[src/sv/d2d_pkg.sv]
// Shared types, constants and helper functions for the day count to date converter.
`timescale 1ns / 1ps

package d2d_pkg;

    // Last supported year index; later day counts saturate to its last day
    localparam int unsigned LAST_YEAR_INDEX = 9998;

    // Field widths
    localparam int unsigned DAY_W   = 22;
    localparam int unsigned ACC_W   = DAY_W + 1;
    localparam int unsigned YEAR_W  = 14;
    localparam int unsigned MONTH_W = 4;
    localparam int unsigned DOM_W   = 5;
    localparam int unsigned DOY_W   = 9;
    localparam int unsigned WDAY_W  = 3;
    localparam int unsigned STEP_W  = 5;

    // Days before the first day after the last supported year
    localparam longint unsigned YEAR_SPAN = longint'(LAST_YEAR_INDEX) + 1;
    localparam longint unsigned DAY_LIMIT =
        YEAR_SPAN * 365 + YEAR_SPAN / 4 - YEAR_SPAN / 100 + YEAR_SPAN / 400;
    localparam longint unsigned DAY_SPACE = longint'(1) << DAY_W;

    // Limit as seen by the datapath: a limit beyond the input range never triggers
    localparam logic [ACC_W-1:0] SAT_LIMIT =
        (DAY_LIMIT > DAY_SPACE) ? ACC_W'(DAY_SPACE) : ACC_W'(DAY_LIMIT);
    localparam logic [DAY_W-1:0] SAT_DAY = DAY_W'(SAT_LIMIT - ACC_W'(1));

    // Cycle lengths in days, as datapath operands
    localparam logic [ACC_W-1:0] DAYS_400 = ACC_W'(146097);
    localparam logic [ACC_W-1:0] DAYS_100 = ACC_W'(36524);
    localparam logic [ACC_W-1:0] DAYS_4   = ACC_W'(1461);
    localparam logic [ACC_W-1:0] DAYS_1   = ACC_W'(365);
    localparam logic [ACC_W-1:0] WEEK     = ACC_W'(7);

    // Year increments matching each cycle length
    localparam logic [YEAR_W-1:0] YEARS_400 = YEAR_W'(400);
    localparam logic [YEAR_W-1:0] YEARS_100 = YEAR_W'(100);
    localparam logic [YEAR_W-1:0] YEARS_4   = YEAR_W'(4);
    localparam logic [YEAR_W-1:0] YEARS_1   = YEAR_W'(1);

    // Highest shift of each long division pass (counted down to zero)
    localparam logic [STEP_W-1:0] WDAY_TOP   = STEP_W'(19);
    localparam logic [STEP_W-1:0] Q400_TOP   = STEP_W'(4);
    localparam logic [STEP_W-1:0] Q4_TOP     = STEP_W'(4);
    localparam logic [STEP_W-1:0] CAP_TOP    = STEP_W'(2);
    localparam logic [4:0]        N4_CENTURY = 5'd24;

    // Month codes
    localparam logic [MONTH_W-1:0] MON_JAN = 4'd0;
    localparam logic [MONTH_W-1:0] MON_FEB = 4'd1;
    localparam logic [MONTH_W-1:0] MON_APR = 4'd3;
    localparam logic [MONTH_W-1:0] MON_JUN = 4'd5;
    localparam logic [MONTH_W-1:0] MON_SEP = 4'd8;
    localparam logic [MONTH_W-1:0] MON_NOV = 4'd10;
    localparam logic [MONTH_W-1:0] MON_DEC = 4'd11;

    // One finished date
    typedef struct packed {
        logic [YEAR_W-1:0]  year_index;
        logic [MONTH_W-1:0] month_index;
        logic [DOM_W-1:0]   day_in_month;
        logic [DOY_W-1:0]   day_in_year;
        logic [WDAY_W-1:0]  weekday;
        logic               leap_year;
        logic               out_of_range;
    } t_result;

    // Control from the top level into the sequencer
    typedef struct packed {
        logic start;
        logic take;
    } t_seq_ctl;

    // Status from the sequencer to the top level
    typedef struct packed {
        logic idle;
        logic done;
    } t_seq_stat;

    // Length of a month in days
    function automatic logic [DOM_W:0] month_len(input logic [MONTH_W-1:0] m,
                                                 input logic leap);
        logic [DOM_W:0] len;
        case (m) inside
            MON_FEB:                          len = leap ? 6'd29 : 6'd28;
            MON_APR, MON_JUN, MON_SEP, MON_NOV: len = 6'd30;
            default:                          len = 6'd31;
        endcase
        return len;
    endfunction

endpackage

[src/sv/d2d_alu.sv]
// Shared subtract-and-compare unit of the day count converter.
`timescale 1ns / 1ps

module d2d_alu (
    input  logic [d2d_pkg::ACC_W-1:0] i_a,
    input  logic [d2d_pkg::ACC_W-1:0] i_b,
    output logic [d2d_pkg::ACC_W-1:0] o_diff,
    output logic                      o_ge
);

    logic [d2d_pkg::ACC_W:0] w_full;

    // Subtract with one extra bit for the borrow
    assign w_full = {1'b0, i_a} - {1'b0, i_b};
    assign o_diff = w_full[d2d_pkg::ACC_W-1:0];
    assign o_ge   = ~w_full[d2d_pkg::ACC_W];

endmodule

[src/sv/d2d_seq.sv]
// Sequencer and working registers that drive the shared subtract unit.
`timescale 1ns / 1ps

module d2d_seq (
    input  logic                      i_clk,
    input  logic                      i_rst_n,
    input  d2d_pkg::t_seq_ctl         i_ctl,
    input  logic [d2d_pkg::DAY_W-1:0] i_day_count,
    input  logic [2:0]                i_first_day_of_week,
    output d2d_pkg::t_seq_stat        o_stat,
    output d2d_pkg::t_result          o_result
);

    typedef enum logic [3:0] {
        S_IDLE,
        S_SAT,
        S_WDAY,
        S_Y400,
        S_Y100,
        S_Y4,
        S_Y1,
        S_MON,
        S_DONE
    } t_state;

    t_state                            r_state;
    logic [d2d_pkg::STEP_W-1:0]        r_k;
    logic [d2d_pkg::DAY_W-1:0]         r_day;
    logic [d2d_pkg::ACC_W-1:0]         r_rem;
    logic                              r_flag;
    logic [d2d_pkg::YEAR_W-1:0]        r_year;
    logic [1:0]                        r_n100;
    logic [4:0]                        r_n4;
    logic [1:0]                        r_n1;
    logic [d2d_pkg::MONTH_W-1:0]       r_month;
    logic [d2d_pkg::DOY_W-1:0]         r_doy;
    logic [d2d_pkg::WDAY_W-1:0]        r_wrem;

    logic [d2d_pkg::ACC_W-1:0]         w_b;
    logic [d2d_pkg::ACC_W-1:0]         w_diff;
    logic                              w_ge;
    logic [d2d_pkg::YEAR_W-1:0]        w_year_inc;
    logic                              w_leap;
    logic [d2d_pkg::WDAY_W:0]          w_wsum;
    logic [d2d_pkg::WDAY_W-1:0]        w_weekday;
    logic [d2d_pkg::ACC_W-1:0]         w_rem_next;
    logic                              w_last;

    // Leap when the year closes a 4-year cycle, unless it is a plain century year
    assign w_leap = (r_n1 == 2'd3) && ((r_n4 != d2d_pkg::N4_CENTURY) || (r_n100 == 2'd3));

    // Select the subtrahend and the year increment for the current step
    always_comb begin
        w_b        = '0;
        w_year_inc = '0;
        unique case (r_state)
            S_SAT: begin
                w_b = d2d_pkg::SAT_LIMIT;
            end
            S_WDAY: begin
                w_b = d2d_pkg::WEEK << r_k;
            end
            S_Y400: begin
                w_b        = d2d_pkg::DAYS_400 << r_k[2:0];
                w_year_inc = d2d_pkg::YEARS_400 << r_k[2:0];
            end
            S_Y100: begin
                w_b        = d2d_pkg::DAYS_100;
                w_year_inc = d2d_pkg::YEARS_100;
            end
            S_Y4: begin
                w_b        = d2d_pkg::DAYS_4 << r_k[2:0];
                w_year_inc = d2d_pkg::YEARS_4 << r_k[2:0];
            end
            S_Y1: begin
                w_b        = d2d_pkg::DAYS_1;
                w_year_inc = d2d_pkg::YEARS_1;
            end
            S_MON: begin
                w_b = d2d_pkg::ACC_W'(d2d_pkg::month_len(r_month, w_leap));
            end
            default: begin
                w_b        = '0;
                w_year_inc = '0;
            end
        endcase
    end

    d2d_alu u_alu (
        .i_a    (r_rem),
        .i_b    (w_b),
        .o_diff (w_diff),
        .o_ge   (w_ge)
    );

    // Keep the difference only when it did not borrow
    assign w_rem_next = w_ge ? w_diff : r_rem;
    assign w_last     = (r_k == '0);

    // Sequence the division passes and the month walk
    always_ff @(posedge i_clk) begin
        if (!i_rst_n) begin
            r_state <= S_IDLE;
        end else begin
            unique case (r_state)
                S_IDLE: begin
                    if (i_ctl.start) begin
                        r_day   <= i_day_count;
                        r_rem   <= {1'b0, i_day_count};
                        r_flag  <= 1'b0;
                        r_state <= S_SAT;
                    end
                end
                S_SAT: begin
                    if (w_ge) begin
                        r_day  <= d2d_pkg::SAT_DAY;
                        r_rem  <= {1'b0, d2d_pkg::SAT_DAY};
                        r_flag <= 1'b1;
                    end
                    r_k     <= d2d_pkg::WDAY_TOP;
                    r_state <= S_WDAY;
                end
                S_WDAY: begin
                    if (w_last) begin
                        r_wrem  <= w_rem_next[d2d_pkg::WDAY_W-1:0];
                        r_rem   <= {1'b0, r_day};
                        r_year  <= '0;
                        r_k     <= d2d_pkg::Q400_TOP;
                        r_state <= S_Y400;
                    end else begin
                        r_rem <= w_rem_next;
                        r_k   <= r_k - d2d_pkg::STEP_W'(1);
                    end
                end
                S_Y400: begin
                    r_rem <= w_rem_next;
                    if (w_ge) begin
                        r_year <= r_year + w_year_inc;
                    end
                    if (w_last) begin
                        r_n100  <= '0;
                        r_k     <= d2d_pkg::CAP_TOP;
                        r_state <= S_Y100;
                    end else begin
                        r_k <= r_k - d2d_pkg::STEP_W'(1);
                    end
                end
                S_Y100: begin
                    r_rem <= w_rem_next;
                    if (w_ge) begin
                        r_year <= r_year + w_year_inc;
                        r_n100 <= r_n100 + 2'd1;
                    end
                    if (w_last) begin
                        r_n4    <= '0;
                        r_k     <= d2d_pkg::Q4_TOP;
                        r_state <= S_Y4;
                    end else begin
                        r_k <= r_k - d2d_pkg::STEP_W'(1);
                    end
                end
                S_Y4: begin
                    r_rem <= w_rem_next;
                    if (w_ge) begin
                        r_year            <= r_year + w_year_inc;
                        r_n4[r_k[2:0]]    <= 1'b1;
                    end
                    if (w_last) begin
                        r_n1    <= '0;
                        r_k     <= d2d_pkg::CAP_TOP;
                        r_state <= S_Y1;
                    end else begin
                        r_k <= r_k - d2d_pkg::STEP_W'(1);
                    end
                end
                S_Y1: begin
                    r_rem <= w_rem_next;
                    if (w_ge) begin
                        r_year <= r_year + w_year_inc;
                        r_n1   <= r_n1 + 2'd1;
                    end
                    if (w_last) begin
                        r_doy   <= w_rem_next[d2d_pkg::DOY_W-1:0];
                        r_month <= d2d_pkg::MON_JAN;
                        r_state <= S_MON;
                    end else begin
                        r_k <= r_k - d2d_pkg::STEP_W'(1);
                    end
                end
                S_MON: begin
                    if (w_ge && (r_month != d2d_pkg::MON_DEC)) begin
                        r_rem   <= w_diff;
                        r_month <= r_month + 4'd1;
                    end else begin
                        r_state <= S_DONE;
                    end
                end
                S_DONE: begin
                    if (i_ctl.take) begin
                        r_state <= S_IDLE;
                    end
                end
                default: begin
                    r_state <= S_IDLE;
                end
            endcase
        end
    end

    // Fold in the weekday of day zero; the sum stays below twice a week
    assign w_wsum    = {1'b0, r_wrem} + {1'b0, i_first_day_of_week};
    assign w_weekday = (w_wsum >= 4'd7) ? d2d_pkg::WDAY_W'(w_wsum - 4'd7)
                                        : w_wsum[d2d_pkg::WDAY_W-1:0];

    assign o_stat.idle = (r_state == S_IDLE);
    assign o_stat.done = (r_state == S_DONE);

    assign o_result.year_index   = r_year;
    assign o_result.month_index  = r_month;
    assign o_result.day_in_month = r_rem[d2d_pkg::DOM_W-1:0];
    assign o_result.day_in_year  = r_doy;
    assign o_result.weekday      = w_weekday;
    assign o_result.leap_year    = w_leap;
    assign o_result.out_of_range = r_flag;

endmodule

[src/sv/day_count_to_date_core.sv]
// Top level of the day count to Gregorian date converter.
`timescale 1ns / 1ps

// Converts a 22-bit count of days since the first day of year index 0 into
// year index, month, day of month, day of year, weekday and leap flag. Each
// transaction is worked by one 23-bit subtract-and-compare unit stepped by a
// sequencer: one saturation check, 20 long-division steps for the weekday,
// 5 + 3 + 5 + 3 steps for the 400/100/4/1-year cycles and 1 to 12 steps of
// the month walk. The finished date moves into the output register once it is
// empty or not stalled. The input stall stays high while a transaction is
// being worked; the next transaction is taken as soon as the previous result
// has moved to the output register. Counts past the last supported year give
// that year's last day with o_out_of_range set.
// The first day of week register resets to 1 (Monday); write it only while
// the block is idle.

module day_count_to_date_core (
    input  logic        i_clk,
    input  logic        i_rst_n,
    // configuration
    input  logic        i_cfg_wen,
    input  logic [2:0]  i_cfg_wdata,
    // input channel
    input  logic        i_valid,
    output logic        o_stall,
    input  logic [21:0] i_day_count,
    // output channel
    output logic        o_valid,
    input  logic        i_stall,
    output logic [13:0] o_year_index,
    output logic [3:0]  o_month_index,
    output logic [4:0]  o_day_in_month,
    output logic [8:0]  o_day_in_year,
    output logic [2:0]  o_weekday,
    output logic        o_leap_year,
    output logic        o_out_of_range
);

    logic [2:0]          r_first_day_of_week;
    logic                r_out_valid;
    d2d_pkg::t_result    r_out;

    d2d_pkg::t_seq_ctl   w_ctl;
    d2d_pkg::t_seq_stat  w_stat;
    d2d_pkg::t_result    w_result;

    // Hold the configuration register
    always_ff @(posedge i_clk) begin
        if (!i_rst_n) begin
            r_first_day_of_week <= 3'd1;
        end else if (i_cfg_wen) begin
            r_first_day_of_week <= i_cfg_wdata;
        end
    end

    // Start on an accepted transaction; drain into a free output register
    assign w_ctl.start = i_valid && w_stat.idle;
    assign w_ctl.take  = w_stat.done && (!r_out_valid || !i_stall);
    assign o_stall     = !w_stat.idle;

    d2d_seq u_seq (
        .i_clk               (i_clk),
        .i_rst_n             (i_rst_n),
        .i_ctl               (w_ctl),
        .i_day_count         (i_day_count),
        .i_first_day_of_week (r_first_day_of_week),
        .o_stat              (w_stat),
        .o_result            (w_result)
    );

    // Output register: load a finished date, drop it once taken
    always_ff @(posedge i_clk) begin
        if (!i_rst_n) begin
            r_out_valid <= 1'b0;
        end else if (w_ctl.take) begin
            r_out_valid <= 1'b1;
            r_out       <= w_result;
        end else if (!i_stall) begin
            r_out_valid <= 1'b0;
        end
    end

    assign o_valid        = r_out_valid;
    assign o_year_index   = r_out.year_index;
    assign o_month_index  = r_out.month_index;
    assign o_day_in_month = r_out.day_in_month;
    assign o_day_in_year  = r_out.day_in_year;
    assign o_weekday      = r_out.weekday;
    assign o_leap_year    = r_out.leap_year;
    assign o_out_of_range = r_out.out_of_range;

`ifndef NO_ASSERTIONS
    // An accepted transaction keeps the block busy on the next cycle
    a_busy_after_accept: assert property (@(posedge i_clk) disable iff (!i_rst_n)
        (i_valid && !o_stall) |=> o_stall)
        else $error("block took a transaction but was not busy afterwards");

    // A delivered weekday and month stay inside their ranges
    a_result_range: assert property (@(posedge i_clk) disable iff (!i_rst_n)
        o_valid |-> (o_weekday != 3'd7) && (o_month_index <= 4'd11))
        else $error("weekday or month out of range");

    // A saturated result lands on the last supported year
    a_saturated_year: assert property (@(posedge i_clk) disable iff (!i_rst_n)
        (o_valid && o_out_of_range) |->
            (o_year_index == 14'(d2d_pkg::LAST_YEAR_INDEX)))
        else $error("saturated result is not in the last supported year");

    // Day of month never runs ahead of day of year
    a_day_order: assert property (@(posedge i_clk) disable iff (!i_rst_n)
        o_valid |-> ({4'd0, o_day_in_month} <= o_day_in_year))
        else $error("day of month exceeds day of year");
`endif

endmodule
[config.mk]
export PLATFORM = sky130hd
export DESIGN_NAME = day_count_to_date_core
export DESIGN_NICKNAME = d
export VERILOG_FILES = /design/src/sv/d2d_pkg.sv /design/src/sv/d2d_alu.sv /design/src/sv/d2d_seq.sv /design/src/sv/day_count_to_date_core.sv
export SDC_FILE = /design/constraint.sdc
export NUM_CORES = 1
export LEC_CHECK = 0
export BUFFER_PORTS_ARGS = -buffer_cell sky130_fd_sc_hd__buf_4
export CORE_MARGIN = 4
export CORE_UTILIZATION = 55
export CTS_CLUSTER_SIZE = 8
export DETAILED_ROUTE_END_ITERATION = 12
export GPL_ROUTABILITY_DRIVEN = 0
export PLACE_DENSITY_LB_ADDON = 0.12
export SYNTH_ARGS = -nofsm -noshare
export SYNTH_HDL_FRONTEND = slang
export SYNTH_SLANG_ARGS = --single-unit
[constraint.sdc]
create_clock -name i_clk -period 6.35 [get_ports i_clk]
set_input_delay 0.635 -clock i_clk [delete_from_list [all_inputs] [get_ports i_clk]]
set_output_delay 0.635 -clock i_clk [all_outputs]
set_load 0.005 [all_outputs]
==> flow_summary.yaml, run 1 <==
worst_setup_path:
  reg2reg_from: "u_seq.r_state[2]"
  crit_fanout: 21
  timing.rr.end: "u_seq.r_rem[8]"
  critical_path.endpoint: "u_seq.r_rem[8]"
  critPathKind: "reg -> reg"
  critPathLaunch: "u_seq.r_state[2]"
  cp-start-kind: "flop"
  reg2reg_depth: 17
  rrSetupSlack_ns: 0.92
  critPathRequiredTime_ns: 6.53
  end_kind: "flop"
  cp.arrival_ns: 5.61
synthesis:
  synth_ff_type: "edfxtp_1"
  yosysWarnings: 0
  synth_top_area_share_pct: 43.9
  synth_seq_area_share_pct: 45.7
  synth-seq-cells: 135
  synth_cell_types: 80
  netlist_top_cells_area: "edfxtp_1, ha_1, a21oi_1, nor2_1, nand2_1"
  synth_top_area_cell: "edfxtp_1"
  synthArstFlopShare_pct: 0
  syn_area_um2: 8700
  synth_edf_count: 127
  yosysMostFrequentCell: "edfxtp_1"
  synthCells: 878
  syn-mean-instance-area_um2: 9.90
  synth_nets: 970
  synthTopCellsByCount: "edfxtp_1, nor2_1, nand2_1"
cells_and_area:
  multiInputGateArea_um2: 4470
  drive_gt1_share_pct: 15.3
  regArea_um2: 3970
  fillers: 1236
  nets: 1024
  fin_area_um2: 9950
  area_growth_pct: 14.5
  num_antenna_cells: 0
detailed_routing:
  drc: 0
  viasPerCell: 6.39
  ant_nets: 0
  drt_pass1_iterations: 10
  drt_wl_total_um: 23100
  wire_per_inst_um: 20.0
  drtIter0Drc: 853
  via_count: 7385
global_route:
  grt_pass1_wl_um: 37300
  antenna_found_initial: 0
  use_met2_pct: 41.3
  track_usage_pct: 26.1
  grt_use_met1_pct: 35.0
  grt_pass1_vias: 7184
  grt-busiest-layer: "met2"
  grt_max_degree: 40
  met3_usage_pct: 6.27
  grt.overflow.total: 0
clock_tree:
  post_cts_resized: 0
  cts_root_buf: "clkbuf_16"
  max-clock-path-buffers: 2
  h-tree-depth: 4
  cts_hold_buf: 0
  clock-sinks: 135
  cts_tree: "yes"
  clock_latency_ns: 0.43
  clkTransAtPathRegs_ns: 0.07
  cts_buffers: 17
  post_cts_buffers: 0
power_and_ir_drop:
  power_density_nw_per_um2: 475
  max-vdd-ir-drop_mv: 0.283
  p_leak_nw: 3.77
sta:
  maxSlewViolCount: 0
  relSlewSlack_pct: 24.6
  hold_viol: 0
  timing.fmax_mhz: 184
  worstMarginPinSlew_ns: 1.13
  setup-tns-final_ns: 0
  rsz0062_at_grt: "no"
  clock_skew_ns: 0.0133
  whs_ns: 0.421
  post-route-period-util_pct: 85.5
  setup_violations: 0
  finalCriticalPeriod_ns: 5.43
placement:
  dp_hpwl_um: 16300
  portBuffers: 68
  placedInstanceArea_um2: 9380
floorplan:
  core_um2: 15400
  rows: 45
  die_y_um: 134
  dieArea_um2: 17900
  die_w_um: 134
  start_util_pct: 56.6
  io-pin-count: 69
worst_hold_path:
  whs_path_depth: 0
  min_path_type: "reg -> reg"
run_status:
  outcome: "finished clean"
run:
  maxCapViolCount: 0
## power by group
part | switching [mW] | internal [mW] | total [mW]
Clock | 0.441 | 0.523 | 0.964
Sequential | 0.131 | 1.23 | 1.36
Combinational | 1.52 | 0.880 | 2.40
Total | 2.10 | 2.63 | 4.73
## layout by cell type, fill, tap and decap left out, drive strengths merged, types with 6 or more instances in the layout
master,n
a211oi,6
o31ai,7
inv,31
a221oi,14
o22a,7
a221o,6
buf,77
ha,60
o21a,6
a31oi,10
o21ai,49
a21o,15
nor2b,12
o22ai,7
o211ai,6
dfxtp,8
and2,15
nand2,84
clkbuf,17
a21oi,82
nor3,28
nand2b,27
xor2,10
mux2i,8
edfxtp,127
nand3,22
and3,6
xnor2,27
nor2,99
## how the worst min path moves through the flow
stage	slack (ns)	startpoint	endpoint
after floorplan	0.40	u_seq.r_doy[0]	o_day_in_year[0]
after global placement	0.40	u_seq.r_doy[2]	o_day_in_year[2]
after detailed placement	0.40	u_seq.r_doy[1]	o_day_in_year[1]
after CTS	0.41	i_cfg_wdata[0]	r_first_day_of_week[0]
after global routing	0.43	u_seq.r_doy[1]	o_day_in_year[1]
final	0.42	u_seq.r_doy[1]	o_day_in_year[1]
## through the flow
step / setup slack [ns] / total power [mW] / utilization [%] / cells
after global placement: 1.37 / 3.63 / 61.0 / 1124
final: 0.918 / 4.73 / 64.8 / 1156
after global routing: 0.534 / 5.03 / 64.8 / 1156
after CTS: 1.04 / 4.68 / 64.8 / 1156
after floorplan: 0.135 / 3.11 / - / 878
after detailed placement: 1.08 / 3.69 / 61.0 / 1124
## cells by family after synthesis
group	Yosys count	share of synthesized area, %
flip-flops	135	45.7
AO/OA/AOI/OAI	249	19.3
XOR/XNOR	37	3.73
adder cells (fa/ha/maj)	62	9.09
AND/OR/NAND/NOR	319	17.7
buffers and inverters	65	3.08
multiplexers	11	1.44
## sequential cells by signal, summed over array words and instances, names as in the netlist
register,cells
o_day_in_month,5
o_day_in_year,9
o_leap_year,1
o_month_index,4
o_out_of_range,1
o_valid,1
o_weekday,3
o_year_index,14
r_first_day_of_week,3
u_seq.r_day,22
u_seq.r_doy,9
u_seq.r_flag,1
u_seq.r_k,5
u_seq.r_month,4
u_seq.r_n1,2
u_seq.r_n100,2
u_seq.r_n4,5
u_seq.r_rem,23
u_seq.r_state,4
u_seq.r_wrem,3
u_seq.r_year,14
## critical path, cell delays in order (launching register included)
cell	delay, ns
dfxtp_1	0.76
nor2b_1	0.32
nand2_1	0.38
ha_1	0.47
nand2b_1	0.11
a21oi_1	0.07
a21oi_1	0.13
nor2_1	0.07
a211oi_1	0.34
ha_1	0.37
a21oi_1	0.25
o21a_1	0.19
nor2_1	0.07
or3_1	0.58
a21oi_2	0.25
o21ai_1	0.30
a221oi_1	0.40
a21oi_1	0.10
## cell type report
type | instances | share of cell area, %
flip-flops and latches | 135 | 39.9
clock inverters | 15 | 1.55
repair buffers | 77 | 5.81
inverters | 23 | 0.867
well taps | 211 | 2.65
multi-input cells | 678 | 44.9
clock buffers | 17 | 4.27
## metal layers
metal | wire length, um | part of all wire, % | vias up
li1 | - | - | 3384
met1 | 9490 | 41 | 3504
met2 | 10700 | 46 | 434
met3 | 2180 | 9.4 | 63
met4 | 703 | 3.0 | 0
met5 | 0 | 0 | -
No activity file was read; power rests on OpenSTA's default activity.
==> run 2, diff against run 1 <==
--- a/config.mk
+++ b/config.mk
@@ -9,3 +9,3 @@
 export CORE_MARGIN = 4
-export CORE_UTILIZATION = 55
+export CORE_UTILIZATION = 62
 export CTS_CLUSTER_SIZE = 8
==> constraint.sdc (replaced) <==
create_clock -name i_clk -period 6.9 [get_ports i_clk]
set_input_delay 1.035 -clock i_clk [delete_from_list [all_inputs] [get_ports i_clk]]
set_output_delay 1.035 -clock i_clk [all_outputs]
set_load 0.005 [all_outputs]
==> run 2 against run 1 <==
First-iteration DRC count grew 14%. Die area shrank 11%. Clock skew shrank 0.0029 ns. Routed wire length shrank 1.9%. Count of clock-buffer cells in the layout is the same. Utilization grew 7.0 points. Worst hold slack lost 0.0010 ns. Non-clock buffer count shrank 1. Setup slack gained 0.21 ns.
==> flow_summary.yaml, run 2 (same netlist as run 1, synthesis figures left out) <==
run_status:
  outcome: "finished clean"
cells_and_area:
  fin_area_um2: 9920
  largest_registers: "u_seq.r_rem x23, u_seq.r_day x22"
  num_antenna_cells: 0
  regMostFlops: "u_seq.r_rem"
  largest_register_ffs: 23
  fin_util_pct: 71.8
  fillers: 1011
  area_growth_pct: 14.1
  drive_gt1_share_pct: 15.1
  mostFrequentLayoutCells: "edfxtp_1, nor2_1, nand2_1, a21oi_1, buf_4"
  fin_cells: 1124
  nets: 1023
  final_common_cell: "edfxtp_1"
detailed_routing:
  wire_per_inst_um: 20.2
  drt_wl_total_um: 22700
  drt_pass1_iterations: 5
  drc: 0
  ant_nets: 0
  via_count: 7393
  drtIter0Drc: 971
  viasPerCell: 6.58
run:
  maxCapViolCount: 0
clock_tree:
  cts_tree: "yes"
  clock-sinks: 135
  h-tree-depth: 4
  post_cts_buffers: 0
  cts_buffers: 17
  post_cts_resized: 0
  clock_latency_ns: 0.43
  cts_root_buf: "clkbuf_16"
  cts_hold_buf: 0
  clkTransAtPathRegs_ns: 0.06
  max-clock-path-buffers: 2
floorplan:
  die_w_um: 126
  rows: 43
  die_y_um: 126
  core_um2: 13800
  io-pin-count: 69
  start_util_pct: 62.9
  dieArea_um2: 16000
power_and_ir_drop:
  p_sw_share_pct: 43.6
  intPower_mw: 2.49
  p_leak_nw: 3.78
  comb_power_share_pct: 51.0
  power_density_nw_per_um2: 445
  p_seq_share_pct: 28.3
  clock_power_share_pct: 20.7
  max-vdd-ir-drop_mv: 0.292
  total_power_mw: 4.41
  switchingPower_mw: 1.92
worst_setup_path:
  crit_fanout: 23
  end_kind: "flop"
  critPathKind: "reg -> reg"
  cp.arrival_ns: 5.86
  cp-start-kind: "flop"
  critPathRequiredTime_ns: 6.99
  crit_path_cell_trace: "nor2b_1 > nand2_1 > inv_1 > ha_1 > and3_1 > a2111oi_0 > ha_1 > o211ai_1 > a21oi_1 > o21ai_2 > o211ai_2 > nand3_2 > nand2_1 > nor2_1 > nor4_2 > buf_4"
  slowest_delay_ns: 0.75
  cp_slowest_cell: "dfxtp_1"
global_route:
  grt_max_degree: 40
  antenna_found_initial: 0
  track_usage_pct: 28.1
  grt.overflow.total: 0
  grt_pass1_wl_um: 36100
  grt_pass1_vias: 7045
sta:
  timing.fmax_mhz: 173
  worstMarginPinSlew_ns: 1.09
  setup-tns-final_ns: 0
  clock_skew_ns: 0.0104
  relSlewSlack_pct: 27.2
  finalCriticalPeriod_ns: 5.77
  setup_violations: 0
  rsz0062_at_grt: "no"
  hold_viol: 0
  maxSlewViolCount: 0
  post-route-period-util_pct: 83.6
worst_hold_path:
  min_path_type: "reg -> reg"
placement:
  portBuffers: 68
  dp_hpwl_um: 15900
  placed_cells: 1092
  placedInstanceArea_um2: 9330
run 2: changes by cell type in the layout (fill, tap and decap cells not counted), sizes merged:
cell	previous run	this run
clkinv	5	6
inv	31	28
bufinv	0	2
buf	77	76
run 2: metal layers:
layer  share of wire, %  GRT usage [%]  routed length (um)  vias up
li1                   -              -                   -     3384
met1                 40           36.9                9110     3511
met2                 48           46.5               10900      439
met3                9.2           5.35                2090       59
met4                2.5           10.4                 556        0
met5                  0              0                   0        -
run 2: layout make-up:
cell class,instances,area [um^2],share of cell area [%]
tap,180,225,2.27
multi-input combinational,678,4470,45.1
clock inverter,15,168,1.69
inverter,23,86.3,0.870
sequential,135,3970,40.1
clock buffer,17,425,4.29
timing repair buffer,76,571,5.75
run 2: metrics by stage:
stage / hold slack (ns) / setup slack, ns
2_1_floorplan: 0.400 / 0.685
5_1_grt: 0.426 / 0.838
6_report: 0.420 / 1.13
3_5_place_dp: 0.405 / 1.40
3_3_place_gp: 0.407 / 1.62
4_1_cts: 0.419 / 1.34
run 2: final timing paths:
| path | from | end | slack, ns | cells past startpoint |
|---|---|---|---|---|
| worst max-delay path | u_seq.r_state[3] | u_seq.r_rem[18] | 1.13 | 16 |
| worst min-delay path | u_seq.r_doy[6] | o_day_in_year[6] | 0.42 | 0 |
| worst max register to register | u_seq.r_state[3] | u_seq.r_rem[18] | 1.13 | 16 |
| worst min register to register | u_seq.r_doy[6] | o_day_in_year[6] | 0.42 | 0 |
run 2: power by group through the flow:
stage,combinational [mW],clock (mW),sequential [mW]
after global routing,2.41,0.964,1.26
final,2.25,0.913,1.25
after CTS,2.19,0.918,1.24
after global placement,2.09,0,1.25
after floorplan,1.66,0,1.20
after detailed placement,2.15,0,1.26
run 2: critical path: cells and delay by family, from the launching register on:
kind / cells / cell delay, ns
adder cells (fa/ha/maj): 2 / 0.63
AND/OR/NAND/NOR: 7 / 1.85
AO/OA/AOI/OAI: 5 / 1.52
flip-flops: 1 / 0.75
buffers and inverters: 2 / 0.65
==> run 3, diff against run 2 <==
CORE_UTILIZATION = 61   (was 62)
clock period = 6.02 ns   (was 6.9 ns; I/O delays follow)
==> run 3 against run 2 <==
Count of clock-buffer cells in the layout unchanged. Non-clock buffer count up 8. Die area up 1.5%. Critical path depth down 1. Via count about the same. Combinational power up 15%. Critical endpoint is now u_seq.r_day[21]. Sequential cell count unchanged. Largest cell class unchanged. Sequential share of layout area down 0.29 points. Global-route usage up 0.75 points. Register-to-register slack worse by 0.74 ns. Clock skew down 0.0022 ns.
==> flow_summary.yaml, run 3 (same netlist as run 1, synthesis figures left out) <==
sta:
  clock_skew_ns: 0.00814
  hold_viol: 0
  maxSlewViolCount: 0
  rsz0062_at_grt: "no"
  post-route-period-util_pct: 93.5
  fin_ws_ns: 0.394
  setup_violations: 0
  relSlewSlack_pct: 14.9
  worstMarginPinSlew_ns: 1.27
  timing.fmax_mhz: 178
  setup-tns-final_ns: 0
  finalCriticalPeriod_ns: 5.63
detailed_routing:
  drtIter0Drc: 881
  ant_nets: 0
  wire_per_inst_um: 20.3
  drc: 0
  viasPerCell: 6.53
  via_count: 7391
  drt_wl_total_um: 23000
  drt_pass1_iterations: 6
global_route:
  met3_usage_pct: 5.60
  grt_pass1_wl_um: 37200
  grt-busiest-layer: "met2"
  track_usage_pct: 28.8
  antenna_found_initial: 0
  grt_max_degree: 38
  grt_pass1_vias: 7241
  grt.overflow.total: 0
  grt_use_met1_pct: 38.6
  use_met2_pct: 45.4
worst_setup_path:
  reg2reg_from: "u_seq.r_state[0]"
  end_kind: "flop"
  cp-start-kind: "flop"
  critPathKind: "reg -> reg"
  crit_fanout: 23
  rrSetupSlack_ns: 0.39
  cp.arrival_ns: 5.66
  timing.rr.end: "u_seq.r_day[21]"
  reg2reg_depth: 15
  critPathRequiredTime_ns: 6.06
placement:
  portBuffers: 68
  dp_hpwl_um: 16500
  post-place-ws_ns: 0.535
floorplan:
  io-pin-count: 69
  die_y_um: 127
  core_um2: 13900
  die_w_um: 127
  dieArea_um2: 16200
  rows: 43
  start_util_pct: 62.4
clock_tree:
  clock-sinks: 135
  cts_buffers: 17
  post_cts_buffers: 0
  max-clock-path-buffers: 2
  cts_root_buf: "clkbuf_16"
  cts_tree: "yes"
  post_cts_resized: 0
  clock_latency_ns: 0.43
  cts_hold_buf: 0
  h-tree-depth: 4
  clkTransAtPathRegs_ns: 0.06
cells_and_area:
  final_common_cell: "edfxtp_1"
  area_growth_pct: 14.9
  largest_registers: "u_seq.r_rem x23, u_seq.r_day x22"
  num_antenna_cells: 0
  mostFrequentLayoutCells: "edfxtp_1, nor2_1, buf_4, nand2_1, a21oi_1"
  drive_gt1_share_pct: 15.8
  regMostFlops: "u_seq.r_rem"
  largest_register_ffs: 23
  nets: 1031
  fillers: 1055
power_and_ir_drop:
  total_power_mw: 5.08
  max-vdd-ir-drop_mv: 0.349
  p_leak_nw: 3.81
  power_density_nw_per_um2: 508
worst_hold_path:
  min_path_type: "reg -> reg"
  whs_path_depth: 0
  hold_path_end: "o_day_in_year[6]"
  min_from: "u_seq.r_doy[6]"
run:
  maxCapViolCount: 0
run_status:
  outcome: "finished clean"
-- run 3: changes by cell type in the layout (fill, tap and decap cells not counted), sizes merged --
cell	delta
clkinvlp	+2
bufinv	+1
inv	-2
clkinv	-1
buf	+8
-- run 3: worst max path at each step --
| stage | cells past startpoint | to | slack (ns) | startpoint |
|---|---|---|---|---|
| 6_report | 15 | u_seq.r_day[21] | 0.39 | u_seq.r_state[0] |
| 5_1_grt | 15 | u_seq.r_day[21] | 0.07 | u_seq.r_state[0] |
| 4_1_cts | 15 | u_seq.r_day[21] | 0.46 | u_seq.r_state[0] |
| 3_5_place_dp | 15 | u_seq.r_day[21] | 0.54 | u_seq.r_state[0] |
| 3_3_place_gp | 17 | u_seq.r_rem[8] | 0.89 | u_seq.r_state[0] |
| 2_1_floorplan | 16 | u_seq.r_rem[0] | 0.74 | u_seq.r_state[2] |
-- run 3: layer usage --
metal  share of wire, %  up-vias
met2                 47      407
met5                  0        -
met3                8.5       93
met4                4.2        0
met1                 40     3494
li1                   -     3397
-- run 3: final cells by class --
type,instances,area [um^2],area share (%)
repair buffers,84,631,6.31
well taps,180,225,2.25
clock buffers,17,425,4.26
flip-flops and latches,135,3970,39.8
clock inverters,15,174,1.74
multi-input cells,678,4480,44.8
inverters,23,86.3,0.864
-- run 3: report_power, final --
part	switching (mW)	internal [mW]
clock	0.417	0.651
combinational	1.63	0.945
sequential	0.130	1.30
total	2.18	2.90
-- run 3: worst max-delay path: stages (launching register included) --
cell and delay, ns:
dfxtp_1 0.77, nor2b_1 0.24, nand2_1 0.15, buf_4 0.23
ha_1 0.25, mux4_2 0.50, o221a_2 0.28, ha_1 0.41
nand4_1 0.26, o22ai_1 0.26, inv_1 0.14, o211ai_2 0.11
nand3_2 0.20, nand2_1 0.30, a32oi_1 0.11, nor2b_2 0.98
-- run 3: per-stage QoR --
| step | cell area, um^2 | hold slack (ns) | cells | util (%) |
|---|---|---|---|---|
| floorplan | 8700 | 0.400 | 878 | - |
| global placement | 9400 | 0.401 | 1100 | 67.4 |
| detailed placement | 9400 | 0.405 | 1100 | 67.4 |
| CTS | 9990 | 0.417 | 1132 | 71.7 |
| global route | 9990 | 0.434 | 1132 | 71.7 |
| finish | 9990 | 0.416 | 1132 | 71.7 |
